File: config.mk
export PLATFORM = sky130hd
export DESIGN_NAME = hemj_ctrl
export DESIGN_NICKNAME = d
export VERILOG_FILES = /design/src/hemj_pkg.sv /design/src/hemj_ctrl.sv
export VERILOG_INCLUDE_DIRS = /design/src /design/src/src
export SDC_FILE = /design/constraint.sdc
export NUM_CORES = 1
export LEC_CHECK = 0
export BUFFER_PORTS_ARGS = -buffer_cell sky130_fd_sc_hd__buf_2
export CORE_ASPECT_RATIO = 0.6
export CORE_MARGIN = 8
export CORE_UTILIZATION = 52
export DETAILED_ROUTE_END_ITERATION = 12
export PLACE_DENSITY_LB_ADDON = 0.08
export SLEW_MARGIN = 5
export SYNTH_ARGS = -nofsm -noshare
export SYNTH_HDL_FRONTEND = slang
export SYNTH_SLANG_ARGS = --single-unit
export TNS_END_PERCENT = 1
File: constraint.sdc
create_clock -name clk -period 2.5 [get_ports clk]
set_input_delay 0.5 -clock clk [delete_from_list [all_inputs] [get_ports clk]]
set_output_delay 0.5 -clock clk [all_outputs]
set_load 0.02 [all_outputs]
File: src/hex_element_map_and_jacobian_defines.svh
// Assertion macros shared by the hex element map and Jacobian RTL.
// No dependencies; included by modules that carry checks.
`ifndef HEX_ELEMENT_MAP_AND_JACOBIAN_DEFINES_SVH
`define HEX_ELEMENT_MAP_AND_JACOBIAN_DEFINES_SVH
`ifndef SYNTHESIS
`define HEMJ_ASSERT_IMP(label, clk, rst_n, ante, cons) \
    label: assert property (@(posedge clk) disable iff (!rst_n) (ante) |-> (cons)) \
        else $error("check failed: same-cycle implication");
`define HEMJ_ASSERT_NXT(label, clk, rst_n, ante, cons) \
    label: assert property (@(posedge clk) disable iff (!rst_n) (ante) |=> (cons)) \
        else $error("check failed: next-cycle implication");
`else
`define HEMJ_ASSERT_IMP(label, clk, rst_n, ante, cons)
`define HEMJ_ASSERT_NXT(label, clk, rst_n, ante, cons)
`endif
`endif

File: src/hemj_pkg.sv
// Shared types and constants for the hex element map and Jacobian block.
// No dependencies.
package hemj_pkg;

    localparam int IN_TDATA_W  = 152;
    localparam int OUT_TDATA_W = 160;
    localparam int DIGIT_BITS  = 8;

    localparam logic [7:0] CORNER_R = 8'b0110_0110;
    localparam logic [7:0] CORNER_S = 8'b1100_1100;
    localparam logic [7:0] CORNER_T = 8'b1111_0000;

    typedef enum logic [2:0] {
        SRC_FACTOR,
        SRC_PAIR,
        SRC_TRIPLE,
        SRC_COORD,
        SRC_JAC,
        SRC_MINOR
    } src_t;

    typedef enum logic [2:0] {
        ACC_HOLD,
        ACC_SET,
        ACC_SET_NEG,
        ACC_ADD,
        ACC_SUB
    } acc_op_t;

    typedef enum logic [2:0] {
        DST_NONE,
        DST_PAIR,
        DST_TRIPLE,
        DST_GLOBAL,
        DST_JAC,
        DST_MINOR,
        DST_DET
    } dst_t;

    typedef struct packed {
        logic       node_wr;
        logic       capture;
        logic       load_a;
        logic       load_b;
        logic       mul_step;
        src_t       src;
        logic [4:0] idx;
        acc_op_t    acc_op;
        dst_t       dst;
        logic [3:0] dst_idx;
        logic       out_load;
    } cmd_t;

    function automatic logic corner_bit(input logic [1:0] axis, input logic [2:0] corner);
        logic b;
        case (axis)
            2'd0:    b = CORNER_R[corner];
            2'd1:    b = CORNER_S[corner];
            default: b = CORNER_T[corner];
        endcase
        return b;
    endfunction

    function automatic logic [4:0] factor_idx(input logic [1:0] axis,
                                              input logic [2:0] corner);
        logic b;
        b = corner_bit(axis, corner);
        return 5'({axis, b});
    endfunction

endpackage

File: src/hemj_ctrl.sv
// Sequencer for the hex element map and Jacobian block.
// Depends on hemj_pkg and hex_element_map_and_jacobian_defines.svh.
`include "hex_element_map_and_jacobian_defines.svh"

module hemj_ctrl #(
    parameter int STEPS = 5
) (
    input  logic            clk,
    input  logic            rst_n,
    input  logic            in_valid,
    input  logic            in_mode,
    output logic            in_ready,
    output logic            out_valid,
    input  logic            out_ready,
    output hemj_pkg::cmd_t  cmd
);

    localparam int SCW = (STEPS > 1) ? $clog2(STEPS) : 1;

    typedef enum logic [5:0] {
        S_IDLE = 6'b000001,
        S_LDA  = 6'b000010,
        S_LDB  = 6'b000100,
        S_STEP = 6'b001000,
        S_FIN  = 6'b010000,
        S_DONE = 6'b100000
    } state_t;

    typedef enum logic [3:0] {
        PH_POINT = 4'b0001,
        PH_JAC   = 4'b0010,
        PH_MINOR = 4'b0100,
        PH_DET   = 4'b1000
    } phase_t;

    state_t           state_reg, state_next;
    phase_t           phase_reg, phase_next;
    logic [1:0]       sub_reg, sub_next;
    logic [2:0]       corner_reg, corner_next;
    logic [1:0]       row_reg, row_next;
    logic [1:0]       col_reg, col_next;
    logic [SCW-1:0]   step_reg, step_next;
    logic             out_valid_reg, out_valid_next;

    hemj_pkg::src_t    src_a, src_b;
    logic [4:0]        idx_a, idx_b;
    hemj_pkg::acc_op_t op_acc;
    hemj_pkg::dst_t    op_dst;
    logic [3:0]        op_dst_idx;
    logic              last_sub;
    logic              last_op;
    logic              plus;
    logic [4:0]        coord_addr;
    logic              out_free;

    assign coord_addr = 5'(corner_reg) * 5'd3 + 5'(col_reg);
    assign plus       = hemj_pkg::corner_bit(row_reg, corner_reg);
    assign out_free   = !out_valid_reg || out_ready;

    always_comb
    begin
        src_a      = hemj_pkg::SRC_FACTOR;
        src_b      = hemj_pkg::SRC_FACTOR;
        idx_a      = '0;
        idx_b      = '0;
        op_acc     = hemj_pkg::ACC_HOLD;
        op_dst     = hemj_pkg::DST_NONE;
        op_dst_idx = '0;
        last_sub   = 1'b0;
        unique case (phase_reg)
            PH_POINT:
            begin
                last_sub = (sub_reg == 2'd2);
                unique case (sub_reg)
                    2'd0:
                    begin
                        idx_a  = hemj_pkg::factor_idx(2'd0, corner_reg);
                        idx_b  = hemj_pkg::factor_idx(2'd1, corner_reg);
                        op_dst = hemj_pkg::DST_PAIR;
                    end
                    2'd1:
                    begin
                        src_a  = hemj_pkg::SRC_PAIR;
                        idx_b  = hemj_pkg::factor_idx(2'd2, corner_reg);
                        op_dst = hemj_pkg::DST_TRIPLE;
                    end
                    default:
                    begin
                        src_a  = hemj_pkg::SRC_TRIPLE;
                        src_b  = hemj_pkg::SRC_COORD;
                        idx_b  = coord_addr;
                        op_acc = (corner_reg == 3'd0) ? hemj_pkg::ACC_SET : hemj_pkg::ACC_ADD;
                        if (corner_reg == 3'd7)
                        begin
                            op_dst     = hemj_pkg::DST_GLOBAL;
                            op_dst_idx = 4'(col_reg);
                        end
                    end
                endcase
            end
            PH_JAC:
            begin
                last_sub = (sub_reg == 2'd1);
                if (sub_reg == 2'd0)
                begin
                    idx_a  = hemj_pkg::factor_idx((row_reg == 2'd0) ? 2'd1 : 2'd0, corner_reg);
                    idx_b  = hemj_pkg::factor_idx((row_reg == 2'd2) ? 2'd1 : 2'd2, corner_reg);
                    op_dst = hemj_pkg::DST_PAIR;
                end
                else
                begin
                    src_a = hemj_pkg::SRC_PAIR;
                    src_b = hemj_pkg::SRC_COORD;
                    idx_b = coord_addr;
                    if (corner_reg == 3'd0)
                        op_acc = plus ? hemj_pkg::ACC_SET : hemj_pkg::ACC_SET_NEG;
                    else
                        op_acc = plus ? hemj_pkg::ACC_ADD : hemj_pkg::ACC_SUB;
                    if (corner_reg == 3'd7)
                    begin
                        op_dst     = hemj_pkg::DST_JAC;
                        op_dst_idx = 4'(row_reg) * 4'd3 + 4'(col_reg);
                    end
                end
            end
            PH_MINOR:
            begin
                last_sub = (sub_reg == 2'd1);
                src_a    = hemj_pkg::SRC_JAC;
                src_b    = hemj_pkg::SRC_JAC;
                case ({row_reg, sub_reg[0]})
                    3'b000:  begin idx_a = 5'd4; idx_b = 5'd8; end
                    3'b001:  begin idx_a = 5'd5; idx_b = 5'd7; end
                    3'b010:  begin idx_a = 5'd3; idx_b = 5'd8; end
                    3'b011:  begin idx_a = 5'd5; idx_b = 5'd6; end
                    3'b100:  begin idx_a = 5'd3; idx_b = 5'd7; end
                    default: begin idx_a = 5'd4; idx_b = 5'd6; end
                endcase
                if (sub_reg == 2'd0)
                    op_acc = hemj_pkg::ACC_SET;
                else
                begin
                    op_acc     = hemj_pkg::ACC_SUB;
                    op_dst     = hemj_pkg::DST_MINOR;
                    op_dst_idx = 4'(row_reg);
                end
            end
            PH_DET:
            begin
                last_sub = 1'b1;
                src_a    = hemj_pkg::SRC_MINOR;
                src_b    = hemj_pkg::SRC_JAC;
                idx_a    = 5'(row_reg);
                idx_b    = 5'(row_reg);
                case (row_reg)
                    2'd0:    op_acc = hemj_pkg::ACC_SET;
                    2'd1:    op_acc = hemj_pkg::ACC_SUB;
                    default:
                    begin
                        op_acc = hemj_pkg::ACC_ADD;
                        op_dst = hemj_pkg::DST_DET;
                    end
                endcase
            end
            default: ;
        endcase
    end

    assign last_op = (phase_reg == PH_DET) && (row_reg == 2'd2);

    always_comb
    begin
        state_next     = state_reg;
        phase_next     = phase_reg;
        sub_next       = sub_reg;
        corner_next    = corner_reg;
        row_next       = row_reg;
        col_next       = col_reg;
        step_next      = step_reg;
        out_valid_next = out_valid_reg;
        if (out_valid_reg && out_ready)
            out_valid_next = 1'b0;
        unique case (state_reg)
            S_IDLE:
            begin
                if (in_valid && in_mode)
                begin
                    state_next  = S_LDA;
                    phase_next  = PH_POINT;
                    sub_next    = '0;
                    corner_next = '0;
                    row_next    = '0;
                    col_next    = '0;
                end
            end
            S_LDA:
                state_next = S_LDB;
            S_LDB:
            begin
                state_next = S_STEP;
                step_next  = '0;
            end
            S_STEP:
            begin
                step_next = step_reg + 1'b1;
                if (step_reg == SCW'(STEPS - 1))
                    state_next = S_FIN;
            end
            S_FIN:
            begin
                state_next = last_op ? S_DONE : S_LDA;
                sub_next   = last_sub ? 2'd0 : sub_reg + 2'd1;
                if (last_sub)
                begin
                    unique case (phase_reg)
                        PH_POINT, PH_JAC:
                        begin
                            corner_next = corner_reg + 3'd1;
                            if (corner_reg == 3'd7)
                            begin
                                col_next = (col_reg == 2'd2) ? 2'd0 : col_reg + 2'd1;
                                if (col_reg == 2'd2)
                                begin
                                    if (phase_reg == PH_POINT)
                                        phase_next = PH_JAC;
                                    else
                                    begin
                                        row_next = (row_reg == 2'd2) ? 2'd0 : row_reg + 2'd1;
                                        if (row_reg == 2'd2)
                                            phase_next = PH_MINOR;
                                    end
                                end
                            end
                        end
                        PH_MINOR:
                        begin
                            row_next = (row_reg == 2'd2) ? 2'd0 : row_reg + 2'd1;
                            if (row_reg == 2'd2)
                                phase_next = PH_DET;
                        end
                        PH_DET:
                            row_next = (row_reg == 2'd2) ? 2'd0 : row_reg + 2'd1;
                        default: ;
                    endcase
                end
            end
            S_DONE:
            begin
                if (out_free)
                begin
                    state_next     = S_IDLE;
                    out_valid_next = 1'b1;
                end
            end
            default: state_next = S_IDLE;
        endcase
    end

    always_ff @(posedge clk or negedge rst_n)
    begin
        if (!rst_n)
        begin
            state_reg     <= S_IDLE;
            phase_reg     <= PH_POINT;
            sub_reg       <= '0;
            corner_reg    <= '0;
            row_reg       <= '0;
            col_reg       <= '0;
            step_reg      <= '0;
            out_valid_reg <= 1'b0;
        end
        else
        begin
            state_reg     <= state_next;
            phase_reg     <= phase_next;
            sub_reg       <= sub_next;
            corner_reg    <= corner_next;
            row_reg       <= row_next;
            col_reg       <= col_next;
            step_reg      <= step_next;
            out_valid_reg <= out_valid_next;
        end
    end

    assign in_ready  = (state_reg == S_IDLE);
    assign out_valid = out_valid_reg;

    always_comb
    begin
        cmd          = '0;
        cmd.node_wr  = (state_reg == S_IDLE) && in_valid && !in_mode;
        cmd.capture  = (state_reg == S_IDLE) && in_valid && in_mode;
        cmd.load_a   = (state_reg == S_LDA);
        cmd.load_b   = (state_reg == S_LDB);
        cmd.mul_step = (state_reg == S_STEP);
        cmd.src      = (state_reg == S_LDB) ? src_b : src_a;
        cmd.idx      = (state_reg == S_LDB) ? idx_b : idx_a;
        cmd.acc_op   = (state_reg == S_FIN) ? op_acc : hemj_pkg::ACC_HOLD;
        cmd.dst      = (state_reg == S_FIN) ? op_dst : hemj_pkg::DST_NONE;
        cmd.dst_idx  = op_dst_idx;
        cmd.out_load = (state_reg == S_DONE) && out_free;
    end

    `HEMJ_ASSERT_NXT(a_capture_to_load, clk, rst_n, cmd.capture, state_reg == S_LDA)
    `HEMJ_ASSERT_IMP(a_fin_after_step, clk, rst_n, state_reg == S_FIN, $past(state_reg) == S_STEP)
    `HEMJ_ASSERT_NXT(a_out_load_valid, clk, rst_n, cmd.out_load, out_valid_reg && state_reg == S_IDLE)
    `HEMJ_ASSERT_IMP(a_step_bound, clk, rst_n, state_reg == S_STEP, step_reg <= SCW'(STEPS - 1))

endmodule

### Yosys cells after proc, flatten, opt, wreduce, memory -nomap -nowiden

Memory sizes are Yosys's and may differ from the RTL's.
Index checks and enable logic that the tools add are counted.

| cells by class | value |
|---|---|
| add/sub/neg operators | 7 |
| multiply operators | 2 |
| $lt $le $gt $ge | 1 |
| equality and inequality tests | 36 |
| muxes and demuxes | 86 |
| reduce and logical (&&, ||, !) cells | 33 |

Operators with widths:

| cell | count |
|---|---|
| case mux 3 bit (4 select lines) | 4 |
| two-way mux 2 bit | 22 |
| two-way mux 3 bit | 14 |
| two-way mux 4 bit | 9 |
| case mux 6 bit (6 select lines) | 1 |
| two-way mux 6 bit | 4 |
| case mux 2 bit (2 select lines) | 6 |
| case mux 3 bit (2 select lines) | 4 |
| case mux 4 bit (2 select lines) | 3 |
| case mux 5 bit (4 select lines) | 1 |
| OR reduction 2 bit | 9 |
| inequality test 3 bit, second input constant | 4 |
| case mux 4 bit (3 select lines) | 1 |
| two-way mux 5 bit | 2 |
| case mux 5 bit (2 select lines) | 1 |
| equality test 3 bit, second input constant | 3 |
| two-way mux 1 bit | 9 |
| case mux 3 bit (3 select lines) | 1 |
| logical NOT 2 bit | 4 |
| AND reduction 8 bit | 1 |
| logical AND 1 bit | 7 |
| AND reduction 7 bit | 1 |
| adder 2 x 1 -> 2 bit, second input constant | 3 |
| adder 3 x 1 -> 3 bit, second input constant | 2 |
| other kinds (35) | 49 |

| word-level totals | value |
|---|---|
| register bits | 23 |
| bits in read-only memories | 24 |
| output and inout bits | 26 |
| word-level logic and storage cells | 176 |
| memories kept | 3 |

Memories:

| name | words | bits a word | rd ports | clocked after memory_dff | wr ports | line | source |
|---|---|---|---|---|---|---|---|
| (name not given) | 8 | 1 | 1 | 0 | 0 | hemj_pkg.sv:59 | `default: b = CORNER_T[corner];` |
| (name not given) | 8 | 1 | 1 | 0 | 0 | hemj_pkg.sv:58 | `2'd1: b = CORNER_S[corner];` |
| (name not given) | 8 | 1 | 1 | 0 | 0 | hemj_pkg.sv:57 | `2'd0: b = CORNER_R[corner];` |

### Logic depth before layout (Yosys ltp)

| depth | value |
|---|---|
| depth in word-level cells | 8 |
| mapped depth | 8 |

### Least setup slack after synthesis

No wires, ideal clock.

| path | value |
|---|---|
| kind | flip-flop to output port |
| from | reg corner_reg[1] |
| to | out cmd[12] (netlist name) |
| data arrival time | 2062 ps |
| required time | 2000 ps |
| setup slack | -62 ps |
| cell stages (with the launch flop) | 7 |
| path buffers | 0 |
| path through | dfrtp_1 > fa_1 > ha_1 > mux2_2 > a22o_1 > a221oi_1 > a21oi_1 |

RTL lines:

| item | line | source |
|---|---|---|
| start: declaration | hemj_ctrl.sv:39 | `logic [2:0] corner_reg, corner_next;` |
| start signal: assignment | hemj_ctrl.sv:277 | `corner_reg <= corner_next;` |
| end: declaration | hemj_ctrl.sv:15 | `output hemj_pkg::cmd_t cmd` |

==> key figures <==
Yosys
  • Mapped Area: 2210 um^2
  • Post-synthesis instance total: 253
  • Count of different cell masters after synthesis: 54
  • Area contributors post-synth: dfrtp_1, ha_1, nand2_1
  • Most instantiated cells after synthesis: nand2_1, nor2_1, dfrtp_1, ha_1, inv_1
  • Cell type with the highest aggregate area in the netlist: dfrtp_1
  • Proportion of netlist area held by the largest area contributor: 23.8%
  • Yosys warnings: 0
  • Post-Syn Area per Cell: 8.72 um^2
  • Async set or reset register ratio after synthesis: 100%
  • Dominant cell by count in the synthesized netlist: nand2_1
  • Number of synthesized register bits: 23
  • Seq/Total Area, Yosys: 26.2%
  • Count of flip-flops with a built-in enable after synthesis: 0
  • Syn Nets: 283
  • Top FF cell, synth: dfrtp_1

Power and ir drop
  • Total power density per cell area: 343 nW/um^2
  • Internal power summed over all cells: 650 uW
  • Comb power frac: 32.2%
  • Maximum VDD drop: 0.403 mV
  • Static leakage: 0.00141 uW
  • Switching share of total power: 33.9%
  • Clock network power share: 23.8%
  • Power share of the sequential group: 44.0%
  • Net switching power: 333 uW

Critical path
  • FF-to-FF setup slack: 0.36 ns
  • Highest cell delay on the worst timing path: 0.60 ns
  • Type of element capturing the critical path: output pin
  • Buf+Inv Stages, Crit Path: 1
  • Critical path, cell by cell: fa_1 -> ha_4 -> mux2_2 -> a22o_1 -> a221oi_2 -> a21oi_2 -> buf_6
  • CP top delay family: adder cells
  • Cell at the slowest stage of the critical path: fa_1
  • Critical path data required time: 2.00 ns
  • RR Startpoint: phase_reg[3]$_DFFE_PN0P_
  • Largest fanout on the critical path: 2
  • Arrival time worst endpoint: 2.43 ns
  • Reg2reg path depth: 7
  • Worst setup SP type: flip-flop
  • Critical register-to-register path endpoint: col_reg[1]$_DFFE_PN0P_
  • Type of the setup path with the least slack: reg2out

Layout
  • Layout-stage area growth over the synthesis result: 29.8%
  • Post-route insts no fill: 378
  • Layout cells sized above 1: 34.0%
  • Fillcell total: 334
  • Sequential cell area: 579 um^2
  • Largest register FFs: 6
  • Final net count: 349
  • Ant. Diodes: 0
  • Multi-input logic area: 1610 um^2

Clock network
  • Number of H-tree levels: 1
  • Clk pin slew, worst setup/hold paths: 0.08 ns
  • Clock buffers created by TritonCTS: 3
  • TritonCTS clock tree: built
  • Root cell of the clock tree: clkbuf_8
  • CTS Buffer Depth: 2
  • Quantity of hold-fixing buffers added after cts: 0
  • Post CTS Setup Buffer Count: 0
  • Number of sinks on the clock net: 23
  • Clock insertion delay at the later pin of the skew report: 0.26 ns

STA
  • Total count of max-transition violations in the final report: 0
  • RSZ-0062 raised after global routing: true
  • Count of endpoints failing hold in the final timing report: 0
  • Final-layout setup total negative slack: -2.41 ns
  • Slew @ Worst Pin: 0.495 ns
  • Max-slew headroom: 66.7%
  • Highest attainable clock frequency: 0.341 GHz
  • Worst Hold Slack: 0.188 ns
  • Final clock period utilization by the worst path: 117%
  • Maximum clock skew at final layout: 0.00416 ns
  • Period minus WS final: 2.93 ns
  • Number of failing setup endpoints in the final timing report: 14
  • Slack of the critical path: -0.431 ns

Die
  • Placement row count: 18
  • Die Span X: 100 um
  • Initial Utilization: 53.8%
  • DIE AREA: 6650 um^2
  • Chip Height: 66.5 um
  • I/O Pins: 31
  • Placeable core area: 4100 um^2

Global routing
  • GRT Util Overall: 20.1%
  • Antenna violations before repair: 0
  • Pin count of the biggest net entering global routing: 24
  • Vias in the first global route: 2,086
  • Global-route wire length before repair: 10,600 um
  • Remaining Overflow, GRT: 0

Outcome
  • Violated checks: setup timing
  • Status: complete, but fails checks

Placement
  • Routability congestion estimate: 1.01
  • Number of placed instances with taps included: 374
  • Count of buffers inserted at the top-level ports: 30
  • Estimated wirelength of the detail-placed design: 5170 um

Routing
  • Detail-routed net length per standard cell: 17.1 um
  • Mean number of vias per cell: 5.99
  • Via total after detailed routing: 2,264
  • Routed Wire Length: 6480 um
  • DR iter-0 viols: 219
  • DRT antenna net count: 0
  • Detailed Routing Iterations Pass 1: 5
  • Number of remaining DRC errors: 0

Min path
  • HP Class: in2async

Run
  • Maxcap violations: 0
[cell type report]
cell class              count  share of cell area [%]
well taps                  60                    2.62
inverters                  16                    2.10
multi-input cells         205                    56.1
repair buffers             70                    17.3
clock inverters             1                   0.262
flip-flops and latches     23                    20.2
clock buffers               3                    1.44
[worst max-delay path by stage]
stage / slack, ns / to / from / depth (start not counted)
global route: -0.51 / cmd[12] / corner_reg[0]$_DFFE_PN0P_ / 7
CTS: -0.45 / cmd[12] / corner_reg[0]$_DFFE_PN0P_ / 7
finish: -0.43 / cmd[12] / corner_reg[0]$_DFFE_PN0P_ / 7
floorplan: -0.03 / cmd[13] / corner_reg[1]$_DFFE_PN0P_ / 5
detailed placement: -0.17 / cmd[12] / corner_reg[0]$_DFFE_PN0P_ / 7
global placement: -0.15 / cmd[12] / corner_reg[0]$_DFFE_PN0P_ / 7
[cell families (layout without fill, tap and decap cells)]
logic type      Yosys count  count (layout)  synth area share [%]
buf+inv                  25              90                  5.05
compound gates           65              65                  21.8
mux                       8               8                  3.69
flops                    23              23                  26.2
fa+ha+maj                25              25                  15.5
simple gates            104             104                  26.5
xor+xnor                  3               3                  1.19
[cell usage in the layout, fill, tap and decap left out, types with 6 or more instances in the layout]
cell type and instances:
buf_4 44, nand2_1 27, nor2_1 23, buf_2 22, dfrtp_1 20, ha_1 18, inv_1 13, nand3_1 12
o21ai_0 11, a22o_1 7, mux2i_1 7, nor2b_1 6, and3b_1 6
[through the flow]
| step | setup WS [ns] | utilization (%) | power [uW] | area [um^2] |
|---|---|---|---|---|
| floorplan | -0.0268 | - | 623 | 2220 |
| finish | -0.431 | 69.9 | 983 | 2860 |
| global route | -0.508 | 69.9 | 1040 | 2860 |
| CTS | -0.447 | 68.8 | 970 | 2820 |
| detailed placement | -0.173 | 66.1 | 730 | 2710 |
| global placement | -0.149 | 66.1 | 726 | 2710 |
[power groups by stage]
stage	combinational (uW)	clock, uW	sequential (uW)
6_report	316	234	432
5_1_grt	346	259	437
3_5_place_dp	295	0	435
2_1_floorplan	194	0	429
3_3_place_gp	292	0	434
4_1_cts	301	241	428
[per-layer routing]
metal	vias to the layer above	part of all wire [%]	global-route usage [%]
met3	6	12	4.78
met1	1070	47	30.8
met5	-	0	0
li1	1057	-	-
met4	0	0.45	2.43
met2	131	40	27.9
[repair_timing]
action / 4_1_cts / 5_1_grt
endpoints found under the setup margin: 17 / 17
resized for setup: 18 / 14
endpoints found under the hold margin: 0 / 0
pin swaps: 6 / 1
gates cloned: 0 / 0
(Power assumes the default switching activity.)
